===== config.mk =====
export PLATFORM = sky130hd
export DESIGN_NAME = header_field_locator_core
export DESIGN_NICKNAME = d
export VERILOG_FILES = /design/src/rtl/hfl_pkg.sv /design/src/rtl/header_field_locator_core.sv /design/src/rtl/hfl_cfg.sv /design/src/rtl/hfl_scan.sv
export SDC_FILE = /design/constraint.sdc
export NUM_CORES = 1
export LEC_CHECK = 0
export BUFFER_PORTS_ARGS = -buffer_cell sky130_fd_sc_hd__buf_2
export CAP_MARGIN = 10
export CORE_MARGIN = 10
export CORE_UTILIZATION = 55
export DETAILED_ROUTE_END_ITERATION = 10
export PLACE_DENSITY = 0.74
export SLEW_MARGIN = 20
export SYNTH_ARGS = -nofsm -noshare
export SYNTH_HDL_FRONTEND = slang
export SYNTH_SLANG_ARGS = --single-unit

===== constraint.sdc =====
create_clock -name clk -period 11.8 [get_ports clk]
set_clock_uncertainty 0.05 [all_clocks]
set_input_delay 2.36 -clock clk [delete_from_list [all_inputs] [get_ports clk]]
set_output_delay 2.36 -clock clk [all_outputs]
set_load 0.005 [all_outputs]

===== src/rtl/hfl_pkg.sv =====
// ----------------------------------------------------------------------------
// hfl_pkg
// Shared types and constants for the header field locator: payload
// structs, configuration bundle and position and name sizes.
// ----------------------------------------------------------------------------
package hfl_pkg;

    // Width of the byte position counters inside a header block.
    localparam int POS_BITS = 16;
    // Largest number of name characters compared before the colon.
    localparam int NAME_MAX = 16;
    // The line position saturates at NAME_MAX + 1.
    localparam int LINE_BITS = $clog2(NAME_MAX + 2);
    // The name registers always hold sixteen characters.
    localparam int NAME_CHARS = 16;
    localparam int NAME_IDX_BITS = $clog2(NAME_CHARS);

    localparam int CFG_INDEX_BITS = 2;
    localparam int CFG_DATA_BITS = 64;
    localparam int NAME_LEN_BITS = 5;

    // Configuration register indexes.
    localparam logic [CFG_INDEX_BITS-1:0] REG_NAME_LOW  = 2'd0;
    localparam logic [CFG_INDEX_BITS-1:0] REG_NAME_HIGH = 2'd1;
    localparam logic [CFG_INDEX_BITS-1:0] REG_NAME_LEN  = 2'd2;

    typedef struct packed {
        logic [7:0] data_byte;
        logic       block_end;
    } in_item_t;

    typedef struct packed {
        logic        found;
        logic [15:0] value_offset;
        logic [15:0] value_length;
        logic        too_long;
    } out_item_t;

    typedef struct packed {
        logic [CFG_DATA_BITS-1:0] name_chars_low;
        logic [CFG_DATA_BITS-1:0] name_chars_high;
        logic [NAME_LEN_BITS-1:0] name_length;
    } cfg_t;

endpackage


===== src/rtl/header_field_locator_core.sv =====
// ----------------------------------------------------------------------------
// header_field_locator_core
// Finds one configured field name in a header block streamed one byte per
// item and reports the trimmed value's offset and length at the block end.
// ----------------------------------------------------------------------------
// Result path: a block's last byte sits in the input register, and the
//   result register loads the block's result item when that byte is
//   processed, which waits while the result register is full and stalled.
// Throughput: one byte per cycle while no block end waits on a full result
//   register; each byte's scan is a combinational compare and counter update.
// Reset: rst_n clears the name registers, the scan state and both valid flags.
module header_field_locator_core (
    input  logic                               clk,
    input  logic                               rst_n,
    input  logic                               in_valid,
    output logic                               in_stall,
    input  hfl_pkg::in_item_t                  in_data,
    output logic                               out_valid,
    input  logic                               out_stall,
    output hfl_pkg::out_item_t                 out_data,
    input  logic                               cfg_write,
    input  logic [hfl_pkg::CFG_INDEX_BITS-1:0] cfg_index,
    input  logic [hfl_pkg::CFG_DATA_BITS-1:0]  cfg_data
);
    import hfl_pkg::*;

    // Input register. It holds one byte while the scan logic works on it.
    logic      in_valid_reg;
    in_item_t  in_item_reg;

    // Result register. It parts the scan from the downstream consumer, so
    // bytes keep flowing while a finished result waits to be taken.
    logic      out_valid_reg;
    out_item_t out_item_reg;

    cfg_t      cfg;
    out_item_t scan_result;
    logic      proc_fire;

    // A byte that does not end a block produces no result and always moves on.
    // The last byte of a block needs a free slot in the result register, which
    // is the case when it is empty or being taken in this cycle.
    assign proc_fire = in_valid_reg &&
                       (!in_item_reg.block_end || !out_valid_reg || !out_stall);

    // The input register refills in the same cycle that its byte is consumed.
    assign in_stall = in_valid_reg && !proc_fire;

    always_ff @(posedge clk or negedge rst_n)
    begin
        if (!rst_n)
        begin
            in_valid_reg <= 1'b0;
        end
        else if (!in_stall)
        begin
            in_valid_reg <= in_valid;
        end
    end

    always_ff @(posedge clk)
    begin
        if (in_valid && !in_stall)
        begin
            in_item_reg <= in_data;
        end
    end

    hfl_cfg u_cfg (
        .clk       (clk),
        .rst_n     (rst_n),
        .cfg_write (cfg_write),
        .cfg_index (cfg_index),
        .cfg_data  (cfg_data),
        .cfg       (cfg)
    );

    hfl_scan u_scan (
        .clk    (clk),
        .rst_n  (rst_n),
        .fire   (proc_fire),
        .item   (in_item_reg),
        .cfg    (cfg),
        .result (scan_result)
    );

    always_ff @(posedge clk or negedge rst_n)
    begin
        if (!rst_n)
        begin
            out_valid_reg <= 1'b0;
        end
        else if (proc_fire && in_item_reg.block_end)
        begin
            out_valid_reg <= 1'b1;
        end
        else if (!out_stall)
        begin
            out_valid_reg <= 1'b0;
        end
    end

    always_ff @(posedge clk)
    begin
        if (proc_fire && in_item_reg.block_end)
        begin
            out_item_reg <= scan_result;
        end
    end

    assign out_valid = out_valid_reg;
    assign out_data  = out_item_reg;

endmodule


===== src/rtl/hfl_cfg.sv =====
// ----------------------------------------------------------------------------
// hfl_cfg
// Configuration registers: the field name characters and name length.
// ----------------------------------------------------------------------------
module hfl_cfg (
    input  logic                               clk,
    input  logic                               rst_n,
    input  logic                               cfg_write,
    input  logic [hfl_pkg::CFG_INDEX_BITS-1:0] cfg_index,
    input  logic [hfl_pkg::CFG_DATA_BITS-1:0]  cfg_data,
    output hfl_pkg::cfg_t                      cfg
);
    import hfl_pkg::*;

    cfg_t cfg_reg;

    always_ff @(posedge clk or negedge rst_n)
    begin
        if (!rst_n)
        begin
            cfg_reg <= '0;
        end
        else if (cfg_write)
        begin
            case (cfg_index)
                REG_NAME_LOW:  cfg_reg.name_chars_low  <= cfg_data;
                REG_NAME_HIGH: cfg_reg.name_chars_high <= cfg_data;
                REG_NAME_LEN:  cfg_reg.name_length     <= cfg_data[NAME_LEN_BITS-1:0];
                default:       ;
            endcase
        end
    end

    assign cfg = cfg_reg;

endmodule


===== src/rtl/hfl_scan.sv =====
// ----------------------------------------------------------------------------
// hfl_scan
// Per-block scan state and the combinational update for one header byte.
// ----------------------------------------------------------------------------
module hfl_scan (
    input  logic               clk,
    input  logic               rst_n,
    input  logic               fire,
    input  hfl_pkg::in_item_t  item,
    input  hfl_pkg::cfg_t      cfg,
    output hfl_pkg::out_item_t result
);
    import hfl_pkg::*;

    localparam logic [7:0] CH_COLON = 8'h3A;
    localparam logic [7:0] CH_CR    = 8'h0D;
    localparam logic [7:0] CH_LF    = 8'h0A;
    localparam logic [7:0] CH_TAB   = 8'h09;
    localparam logic [7:0] CH_SPACE = 8'h20;
    localparam logic [7:0] CH_UPPER_A = 8'h41;
    localparam logic [7:0] CH_UPPER_Z = 8'h5A;
    localparam logic [7:0] CASE_BIT = 8'h20;
    localparam logic [LINE_BITS-1:0] LINE_SAT = LINE_BITS'(NAME_MAX + 1);
    localparam logic [NAME_LEN_BITS-1:0] NAME_CAP = NAME_LEN_BITS'(NAME_MAX);

    function automatic logic [7:0] fold(input logic [7:0] c);
        if (c >= CH_UPPER_A && c <= CH_UPPER_Z)
            return c | CASE_BIT;
        return c;
    endfunction

    logic [POS_BITS-1:0]  pos_reg, pos_next;
    logic [LINE_BITS-1:0] line_reg, line_next;
    logic                 first_reg, first_next;
    logic                 prefix_reg, prefix_next;
    logic                 in_value_reg, in_value_next;
    logic                 has_text_reg, has_text_next;
    logic [POS_BITS-1:0]  vstart_reg, vstart_next;
    logic [POS_BITS-1:0]  vstop_reg, vstop_next;
    logic                 prev_cr_reg, prev_cr_next;
    logic                 done_reg, done_next;

    logic [7:0]          name_bytes [NAME_CHARS];
    logic [7:0]          name_char;
    logic [7:0]          b;
    logic                last;
    logic                overflow;
    logic [POS_BITS-1:0] p1;
    logic [POS_BITS-1:0] fin_end;
    logic [LINE_BITS-1:0] nlen;
    logic                found;

    always_comb
    begin
        for (int i = 0; i < NAME_CHARS / 2; i++)
        begin
            name_bytes[i]                  = cfg.name_chars_low[i*8 +: 8];
            name_bytes[i + NAME_CHARS / 2] = cfg.name_chars_high[i*8 +: 8];
        end
    end

    assign name_char = name_bytes[line_reg[NAME_IDX_BITS-1:0]];
    assign nlen = LINE_BITS'((cfg.name_length > NAME_CAP) ? NAME_CAP : cfg.name_length);
    assign b = item.data_byte;
    assign last = item.block_end;
    // The position saturates at all ones; from there on bytes are not examined.
    assign overflow = &pos_reg;
    assign p1 = pos_reg + POS_BITS'(1);

    always_comb
    begin
        pos_next      = pos_reg;
        line_next     = line_reg;
        first_next    = first_reg;
        prefix_next   = prefix_reg;
        in_value_next = in_value_reg;
        has_text_next = has_text_reg;
        vstart_next   = vstart_reg;
        vstop_next    = vstop_reg;
        prev_cr_next  = prev_cr_reg;
        done_next     = done_reg;
        fin_end       = '0;

        if (!overflow)
        begin
            pos_next = p1;
            if (done_reg)
            begin
                // Bytes after the search ends are ignored until the block end.
            end
            else if (first_reg)
            begin
                if (b == CH_LF)
                begin
                    first_next   = 1'b0;
                    line_next    = '0;
                    prefix_next  = 1'b1;
                    prev_cr_next = 1'b0;
                end
            end
            else if (in_value_reg)
            begin
                if (b == CH_LF)
                begin
                    fin_end = prev_cr_reg ? pos_reg - POS_BITS'(1) : pos_reg;
                    if (!has_text_reg)
                    begin
                        vstart_next = fin_end;
                        vstop_next  = fin_end;
                    end
                    done_next = 1'b1;
                end
                else
                begin
                    // A held-back CR that is followed by more bytes is value text.
                    if (prev_cr_reg)
                    begin
                        if (!has_text_next)
                            vstart_next = pos_reg - POS_BITS'(1);
                        vstop_next    = pos_reg;
                        has_text_next = 1'b1;
                    end
                    prev_cr_next = (b == CH_CR);
                    if (b != CH_CR && b != CH_SPACE && b != CH_TAB)
                    begin
                        if (!has_text_next)
                            vstart_next = pos_reg;
                        vstop_next    = p1;
                        has_text_next = 1'b1;
                    end
                    if (last)
                    begin
                        fin_end = prev_cr_next ? pos_reg : p1;
                        if (!has_text_next)
                        begin
                            vstart_next = fin_end;
                            vstop_next  = fin_end;
                        end
                        done_next = 1'b1;
                    end
                end
            end
            else if (b == CH_LF)
            begin
                // An empty line, or one holding only a CR, ends the header.
                if (line_reg == '0 || (line_reg == LINE_BITS'(1) && prev_cr_reg))
                begin
                    done_next = 1'b1;
                end
                else
                begin
                    line_next    = '0;
                    prefix_next  = 1'b1;
                    prev_cr_next = 1'b0;
                end
            end
            else
            begin
                prev_cr_next = (b == CH_CR);
                if (prefix_reg && line_reg < nlen)
                begin
                    if (fold(b) != fold(name_char))
                        prefix_next = 1'b0;
                end
                else if (prefix_reg && line_reg == nlen)
                begin
                    if (b == CH_COLON)
                    begin
                        in_value_next = 1'b1;
                        has_text_next = 1'b0;
                        prev_cr_next  = 1'b0;
                        if (last)
                        begin
                            vstart_next = p1;
                            vstop_next  = p1;
                            done_next   = 1'b1;
                        end
                    end
                    else
                    begin
                        prefix_next = 1'b0;
                    end
                end
                if (!(prefix_reg && line_reg == nlen && b == CH_COLON) && line_reg < LINE_SAT)
                    line_next = line_reg + LINE_BITS'(1);
            end
        end
    end

    assign found = !overflow && done_next && in_value_next;

    always_comb
    begin
        result.found        = found;
        result.value_offset = found ? 16'(vstart_next) : 16'd0;
        result.value_length = found ? 16'(vstop_next - vstart_next) : 16'd0;
        result.too_long     = overflow;
    end

    always_ff @(posedge clk or negedge rst_n)
    begin
        if (!rst_n)
        begin
            pos_reg      <= '0;
            line_reg     <= '0;
            first_reg    <= 1'b1;
            prefix_reg   <= 1'b1;
            in_value_reg <= 1'b0;
            has_text_reg <= 1'b0;
            vstart_reg   <= '0;
            vstop_reg    <= '0;
            prev_cr_reg  <= 1'b0;
            done_reg     <= 1'b0;
        end
        else if (fire)
        begin
            if (last)
            begin
                pos_reg      <= '0;
                line_reg     <= '0;
                first_reg    <= 1'b1;
                prefix_reg   <= 1'b1;
                in_value_reg <= 1'b0;
                has_text_reg <= 1'b0;
                vstart_reg   <= '0;
                vstop_reg    <= '0;
                prev_cr_reg  <= 1'b0;
                done_reg     <= 1'b0;
            end
            else
            begin
                pos_reg      <= pos_next;
                line_reg     <= line_next;
                first_reg    <= first_next;
                prefix_reg   <= prefix_next;
                in_value_reg <= in_value_next;
                has_text_reg <= has_text_next;
                vstart_reg   <= vstart_next;
                vstop_reg    <= vstop_next;
                prev_cr_reg  <= prev_cr_next;
                done_reg     <= done_next;
            end
        end
    end

endmodule

[After elaboration in Yosys (flattened, before gate mapping)]
Index checks and enable logic that the tools add are counted.
Word-level totals
  register bits after elaboration: 237
  input port bits: 80
  word-level logic and storage cells: 253
Cells by class
  add/subtract/negate cells: 4
  $lt $le $gt $ge: 8
  equality and inequality tests: 23
  mux-type cells: 155
  bitwise logic cells: 1
  reduce and logical (&&, ||, !) cells: 41
Operators by type and width (number)
  two-way mux 16 bit: 38
  two-way mux 8 bit: 18
  two-way mux 1 bit: 88
  two-way mux 5 bit: 10
  binary-select mux 8 bit (select 4 bit): 1
  adder 16 x 1 -> 16 bit, second input constant: 1
  equality test 8 x 4 -> 1 bit, second input constant: 2
  greater-or-equal comparator 8 x 7 -> 1 bit, second input constant: 2
  less-or-equal comparator 8 x 7 -> 1 bit, second input constant: 2
  inequality test 8 x 4 -> 1 bit, second input constant: 2
  AND reduction 16 bit: 1
  subtractor 16 x 1 -> 16 bit, second input constant: 1
  subtractor 16 bit: 1
  logical AND 1 bit: 15
  AND reduction 9 bit: 1
  equality test 8 x 6 -> 1 bit, second input constant: 1
  inequality test 2 bit, second input constant: 4
  inequality test 4 x 3 -> 1 bit, second input constant: 2
  inequality test 8 x 6 -> 1 bit, second input constant: 1
  inequality test 8 bit: 1
  AND reduction 2 bit: 4
  AND reduction 8 bit: 1
  logical NOT 1 bit: 7
  AND reduction 7 bit: 1
  23 further kinds: 27

[Logic depth before layout (Yosys ltp)]
Gate-level depths: netlist of the first run.
  word-level depth: 29
  depth in mapped cells: 25

[By module]
A second synthesis of the first run with hierarchy kept.
Unflattened totals
  cells, all modules: 1385
  area, all modules: 14751.6 um^2
Modules (own cells, without submodules)
  hfl_scan: times used 1, cells each 1047, area an instance 7995.2 um^2
  hfl_cfg: times used 1, cells each 283, area an instance 5360.1 um^2
  header_field_locator_core: times used 1, cells each 55, area an instance 1396.3 um^2

[Least setup slack after synthesis of the first run]
Ideal clock, no wire load.
  kind: reg2reg
  from: register u_scan.line_reg[0]
  to: register out_item_reg (netlist bit out_data[11]), data pin
  setup time: 0.266 ns
  arrival: 5.249 ns
  required time: 11.484 ns
  path slack: 6.235 ns
  stages on the path, launching flop included: 22
  buffers on the path: 5
  cell sequence: dfrtp_1 buf_2 buf_2 clkbuf_1 buf_2 inv_1 ha_1 and3_1 and4_1 o211ai_1 a21oi_2 nor2_1 or4_1 buf_2 ha_1 or4_1 o31ai_1 o41a_1 nor2_1 a41oi_1 xor2_1 nor2_1
On the way
  cells in the longest elaborated chain, start to end: 11
  elaborated cells between the ends (all ways): 40
  classes of those cells: 1 x add/sub; 1 x order compare; 2 x eq/ne; 29 x mux; 7 x reduce/logical
RTL lines
  from (decl): RTL line hfl_scan.sv:33  | logic [LINE_BITS-1:0] line_reg, line_next;
  from (signal assigned): RTL line hfl_scan.sv:233  | line_reg <= line_next;
  branches (longest 11 deep; another with subtractor 16 bit)
  to (signal assigned): RTL line header_field_locator_core.sv:107  | out_item_reg <= scan_result;
  to (decl): RTL line header_field_locator_core.sv:34  | out_item_t out_item_reg;
Parallel ways; which one is timed is not known.
A chain may end at the register's enable or synchronous reset.

[Final worst setup path of the first run]
  from: register u_scan.pos_reg[0]
  to: register out_item_reg (netlist bit out_data[11]), data pin
On the way
  cells in the longest elaborated chain, start to end: 13
  elaborated cells between the ends (all ways): 43
  classes of those cells: 3 x add/sub; 36 x mux; 4 x reduce/logical
RTL lines
  from (decl): RTL line hfl_scan.sv:32  | logic [POS_BITS-1:0] pos_reg, pos_next;
  from (signal assigned): RTL line hfl_scan.sv:232  | pos_reg <= pos_next;
  subtractor 16 x 1 -> 16 bit: RTL line hfl_scan.sv:105, hfl_scan.sv:119
  two-way mux 16 bit: RTL line hfl_scan.sv:118  | if (!has_text_next)
  two-way mux 16 bit: RTL line hfl_scan.sv:116  | if (prev_cr_reg)
  two-way mux 16 bit: RTL line hfl_scan.sv:126  | if (!has_text_next)
  two-way mux 16 bit: RTL line hfl_scan.sv:124  | if (b != CH_CR && b != CH_SPACE && b != CH_TAB)
  two-way mux 16 bit: RTL line hfl_scan.sv:134  | if (!has_text_next)
  two-way mux 16 bit: RTL line hfl_scan.sv:131  | if (last)
  two-way mux 16 bit: RTL line hfl_scan.sv:103  | if (b == CH_LF)
  two-way mux 16 bit: RTL line hfl_scan.sv:101  | else if (in_value_reg)
  two-way mux 16 bit: RTL line hfl_scan.sv:91  | else if (first_reg)
  two-way mux 16 bit: RTL line hfl_scan.sv:87  | if (done_reg)
  two-way mux 16 bit: RTL line hfl_scan.sv:84  | if (!overflow)
  subtractor 16 bit: RTL line hfl_scan.sv:196  | result.value_length = found ? 16'(vstop_next - vstart_next) : 16'd0;
Parallel ways exist; a longest one is shown, timed or not.

==> results_dict.tcl, run 1 <==
set metrics [dict create \
    status "completed" \
    reg2reg_from "u_scan.pos_reg[0]$_DFFE_PN0P_" \
    drv_slew 0 \
    grt_use_total 0.273 \
    rsz0062_at_grt "no" \
    antenna_cells 0 \
    reg2reg_setup_slack_ns 6.33 \
    cts_tree "built" \
    leakagePower_nw 6.62 \
    crit_top_cell "nor2_1" \
    worst_pin_slew_ns 1.06 \
    clock_latency_ns 0.56 \
    critical_path.endpoint "out_data[11]$_SDFFCE_PN0P_" \
    crit_slowest_cell "dfrtp_1" \
    gp_congestion 1.01 \
    synth_async_sr_flop_share 0.819 \
    ant_nets 0 \
    io_buffers 115 \
    nNetsFinal 1615 \
    grt_pass1_wl_um 72600 \
    hold_class "flop to flop" \
    post-route-period-util 0.464 \
    fin_util 0.624 \
    largest_reg_flops 133 \
    antenna_found_initial 0 \
    path_cells "ha_1 > and4_1 > nand4_1 > nand3_1 > nor2_1 > or4_1 > ha_1 > or2_2 > o32ai_1 > o41a_1 > nor2_1 > a41oi_1 > xor2_1 > nor2_1" \
    die_h_um 183 \
    clkSinkCount 237 \
    area_delta_synth_final_pct 11.2 \
    start_kind "flop" \
    arrival_ns 5.72 \
    overflow 0 \
    ctsRootBufferMaster "clkbuf_16" \
    crit_family "simple AND/OR/NAND/NOR gates" \
    setup_viol 0 \
    final_common_cell "dfrtp_1" \
    finalHoldViolCount 0 \
    critPathBufInv 0 \
    slew_headroom 0.293 \
    rows 59 \
    die_area_um2 33600 \
    synth_top_area_frac 0.328 \
    layout_common_cells "190 x dfrtp_1, 137 x mux2_2, 128 x nor2_1" \
    seq_area_frac_synth 0.419 \
    stdcell_count 1867 \
    powerDensity_nw_per_um2 139 \
    cpPeakStageDelay_ns 0.65 \
    r2r_cells 14 \
    drc 0 \
    cts_hold_buf 0 \
    firstDrtPassIters 5 \
    min_period_ns 5.47 \
    post-cts-setup-buffers 0 \
    start_util 0.561 \
    place_hpwl_um 33000 \
    synth.cell_area_um2 14700 \
    cts-resized-gates 0 \
    wire_per_inst_um 24.7 \
    p_seq_frac 0.442 \
    grt_max_degree 72 \
    cap_violations 0 \
    drive_gt1_frac 0.262 \
    rr_endpoint "out_data[11]$_SDFFCE_PN0P_" \
    via_count 12297 \
    ys.flop_type "dfrtp_1" \
    swShare 0.288 \
    p_sw_mw 0.655 \
    power_frac_comb 0.204 \
    htreeDepth 1 \
    tns_ns 0 \
    ios 116 \
    cts_buffers 26 \
    die_w_um 183 \
    syn_area_per_cell_um2 10.1 \
    via_per_inst 6.59 \
    grt_pass1_vias 12721 \
    ys_ff_latch 237 \
    ys_warn_count 0 \
    synth_cell_types 97 \
    synth_area_leaders "dfrtp_1 33%, mux2_2 11%, edfxtp_1 8.8%, mux4_2 6.1%, o21ai_0 3.3%" \
    wl_um 46200 \
    synth_fp_nets 1547 \
    dpl.cell_count 1820 \
    crit_type "flop to flop" \
    path_depth 14 \
    path_max_fanout 13 \
    max_clock_freq_mhz 183 \
    p_int_mw 1.62 \
    drt_iter0_drc 1359 \
    synth_area_leader_cell "dfrtp_1" \
    end_kind "flop" \
    netlist_instances 1445 \
    synth_edf_count 43 \
    cts_buffer_depth 3 \
    clkPwrFrac 0.354 \
    cp.required_ns 12.05 \
    core_area_um2 26100 \
    path_clk_slew_ns 0.07 \
    cp-startpoint "u_scan.pos_reg[0]$_DFFE_PN0P_" \
    vdd_ir_drop_max_mv 0.151 \
]
[metrics by stage]
stage          total power, mW  worst slack (ns)  cell area, um^2  hold WS, ns
2_1_floorplan             1.33              6.24            14700        0.405
3_3_place_gp              1.45              6.62            15500        0.433
3_5_place_dp              1.47              6.49            15500        0.438
4_1_cts                   2.28              6.43            16300        0.454
5_1_grt                   2.37              5.93            16300        0.461
6_report                  2.27              6.33            16300        0.450
[routing by layer]
layer	part of all wire	GRT usage	vias to the layer above
met3	0.069	0.0468	150
li1	-	-	5552
met5	0	0	-
met4	0.057	0.144	0
met2	0.49	0.460	574
met1	0.39	0.329	6021
[cell type report]
class / count / area, um^2
Inverter: 28 / 105
Timing Repair Buffer: 140 / 772
Multi-Input combinational cell: 1080 / 8020
Sequential cell: 237 / 6150
Tap cell: 335 / 419
Fill cell: 2152 / 9820
Clock buffer: 37 / 742
Clock inverter: 10 / 101
[worst min path at each step]
| stage | from | endpoint | slack [ns] | cells past startpoint |
|---|---|---|---|---|
| after global placement | u_cfg.cfg[26]$_DFFE_PN0P_ | u_cfg.cfg[26]$_DFFE_PN0P_ | 0.43 | 1 |
| final | u_cfg.cfg[36]$_DFFE_PN0P_ | u_cfg.cfg[36]$_DFFE_PN0P_ | 0.45 | 1 |
| after detailed placement | u_scan.vstop_reg[11]$_DFFE_PN0P_ | u_scan.vstop_reg[11]$_DFFE_PN0P_ | 0.44 | 2 |
| after global routing | u_scan.vstop_reg[11]$_DFFE_PN0P_ | u_scan.vstop_reg[11]$_DFFE_PN0P_ | 0.46 | 2 |
| after floorplan | u_scan.vstop_reg[11]$_DFFE_PN0P_ | u_scan.vstop_reg[11]$_DFFE_PN0P_ | 0.40 | 2 |
| after CTS | u_cfg.cfg[36]$_DFFE_PN0P_ | u_cfg.cfg[36]$_DFFE_PN0P_ | 0.45 | 1 |
[power groups by stage]
stage	clock network [mW]	registers, mW	logic [mW]
after detailed placement	0	1.02	0.456
after global placement	0	1.01	0.445
after global routing	0.850	1.01	0.507
after floorplan	0	0.985	0.342
final	0.804	1.00	0.463
after CTS	0.817	1.00	0.460
[cells in the mapped netlist (all sizes together) (16+ instances only)]
cell	instances
a21oi	73
buf	26
nand2	122
nand4	17
mux4	40
clkbuf	74
nand2b	16
a31oi	16
o21ai	105
nand3	39
nor2	131
nor3	37
o31ai	18
edfxtp	43
inv	27
ha	22
xor2	31
dfrtp	192
xnor2	28
mux2	138
[kinds of logic (layout without fill, tap and decap cells)]
logic type / count (synthesis) / after routing / share of synthesized area
xor gates and xnor gates: 59 / 59 / 0.0357
AOI/OAI and AO/OA: 357 / 357 / 0.162
DFF: 237 / 237 / 0.419
buffers and inverters: 128 / 215 / 0.0346
muxes: 186 / 186 / 0.173
and+or+nand+nor: 455 / 455 / 0.156
adders and majority gates: 23 / 23 / 0.0195
No activity file was read; power rests on OpenSTA's default activity.
==> inputs of run 2 (changes only) <==
Clock period 11.8 ns to 5.5 ns, I/O delays scaled along.
==> run 2 against run 1 <==
Against the previous run: final cell count increased by 2.2%; setup slack got worse by 6.0 ns; combinational power rose by 120%; critical path type unchanged; critical path depth did not move; cell area increased by 2.5%; register-to-register slack got worse by 6.0 ns; non-clock buffer count is 41 higher; power rose by 120%; via count up 3.3%; sequential power is 110% higher; largest power group unchanged; hold slack got worse by 0.0039 ns; clock power up 140%.
==> results_dict.tcl, run 2 (synthesized netlist as in run 1, its figures left out) <==
set metrics [dict create \
    status "completed" \
    crit_type "flop to flop" \
    place_hpwl_um 34100 \
    cts_tree "built" \
    nNetsFinal 1656 \
    die_h_um 183 \
    cts_buffers 26 \
    slew_headroom 0.321 \
    grt_max_degree 105 \
    powerDensity_nw_per_um2 304 \
    clkPwrFrac 0.373 \
    wl_um 47900 \
    grt_pass1_vias 13045 \
    post-cts-setup-buffers 0 \
    ios 116 \
    hold_class "flop to flop" \
    cts_buffer_depth 3 \
    dpl.cell_count 1861 \
    area_delta_synth_final_pct 14.0 \
    drive_gt1_frac 0.281 \
    rows 59 \
    start_util 0.561 \
    fin_util 0.640 \
    path_clk_slew_ns 0.06 \
    antenna_found_initial 2 \
    cp.required_ns 5.73 \
    start_kind "flop" \
    ant_nets 0 \
    max_clock_freq_mhz 193 \
    final_common_cell "dfrtp_1" \
    rsz0062_at_grt "no" \
    p_sw_mw 1.41 \
    min_period_ns 5.18 \
    vdd_ir_drop_max_mv 0.347 \
    cap_violations 0 \
    via_count 12702 \
    stdcell_count 1909 \
    drv_slew 0 \
    firstDrtPassIters 6 \
    gp_congestion 1.01 \
    p_int_mw 3.66 \
    ctsRootBufferMaster "clkbuf_16" \
    largest_reg_flops 133 \
    whs_ns 0.446 \
    finalHoldViolCount 0 \
    drt_iter0_drc 1337 \
    cts-resized-gates 0 \
    worst_pin_slew_ns 1.01 \
    path_max_fanout 11 \
    setup_viol 0 \
    post-route-period-util 0.942 \
    p_seq_frac 0.422 \
    io_buffers 115 \
    swShare 0.278 \
    arrival_ns 5.41 \
    end_kind "flop" \
    htreeDepth 1 \
    leakagePower_nw 6.87 \
    die_w_um 183 \
    grt_pass1_wl_um 75300 \
    cts_hold_buf 0 \
    via_per_inst 6.65 \
    drc 0 \
    overflow 0 \
    clock_latency_ns 0.55 \
    die_area_um2 33600 \
    power_frac_comb 0.205 \
    wire_per_inst_um 25.1 \
    layout_common_cells "191 x dfrtp_1, 137 x mux2_2, 128 x nor2_1" \
    clkSinkCount 237 \
    p_total_mw 5.07 \
    grt_use_total 0.283 \
    core_area_um2 26100 \
    tns_ns 0 \
]
## run 2: final timing paths
check,startpoint,end,slack [ns],depth (start not counted)
worst max-delay path,u_scan.pos_reg[1]$_DFFE_PN0P_,out_data[13]$_SDFFCE_PN0P_,0.32,14
worst min-delay path,u_cfg.cfg[0]$_DFFE_PN0P_,u_cfg.cfg[0]$_DFFE_PN0P_,0.45,1
worst max register to register,u_scan.pos_reg[1]$_DFFE_PN0P_,out_data[13]$_SDFFCE_PN0P_,0.32,14
worst min register to register,u_cfg.cfg[0]$_DFFE_PN0P_,u_cfg.cfg[0]$_DFFE_PN0P_,0.45,1
max in group asynchronous,rst_n,u_cfg.cfg[2]$_DFFE_PN0P_,3.82,2
min in group asynchronous,rst_n,out_valid$_DFFE_PN0P_,0.57,1
## run 2: worst max-delay path, cell delays in order, from the launching register on
cell	delay (ns)
dfrtp_1	0.59
ha_1	0.27
and4_1	0.43
nand4_1	0.44
nand3_1	0.49
nor2_1	0.09
or4_1	0.62
ha_1	0.29
or2_2	0.32
o32ai_1	0.40
o41a_1	0.35
o21bai_1	0.13
o21ai_0	0.23
a21o_1	0.15
a21oi_1	0.05
## run 2: per-layer routing
layer / GRT usage / vias up / wire (um)
met1: 0.350 / 6270 / 18800
li1: - / 5624 / -
met5: 0 / - / 13
met3: 0.0482 / 171 / 3320
met4: 0.148 / 2 / 2740
met2: 0.470 / 635 / 23000
## run 2: cell type report
class | instances | area [um^2]
Sequential cell | 237 | 6150
Tap cell | 335 | 419
Fill cell | 2103 | 9420
Antenna cell | 1 | 2.50
Clock buffer | 39 | 779
Inverter | 28 | 105
Clock inverter | 8 | 165
Multi-Input combinational cell | 1080 | 8020
Timing Repair Buffer | 181 | 1080
## run 2: power by group through the flow
stage / clock network [mW] / registers [mW] / logic, mW
final: 1.89 / 2.14 / 1.04
after global routing: 1.99 / 2.17 / 1.14
after CTS: 1.92 / 2.14 / 1.03
after detailed placement: 0 / 2.16 / 1.02
after global placement: 0 / 2.15 / 1.00
after floorplan: 0 / 2.11 / 0.735
## run 2: stage by stage
| step | cell area (um^2) | worst slack (ns) |
|---|---|---|
| 4_1_cts | 16700 | 0.429 |
| 2_1_floorplan | 14700 | 0.170 |
| 5_1_grt | 16700 | 0.0591 |
| 3_5_place_dp | 15800 | 0.449 |
| 3_3_place_gp | 15800 | 0.648 |
| 6_report | 16700 | 0.317 |
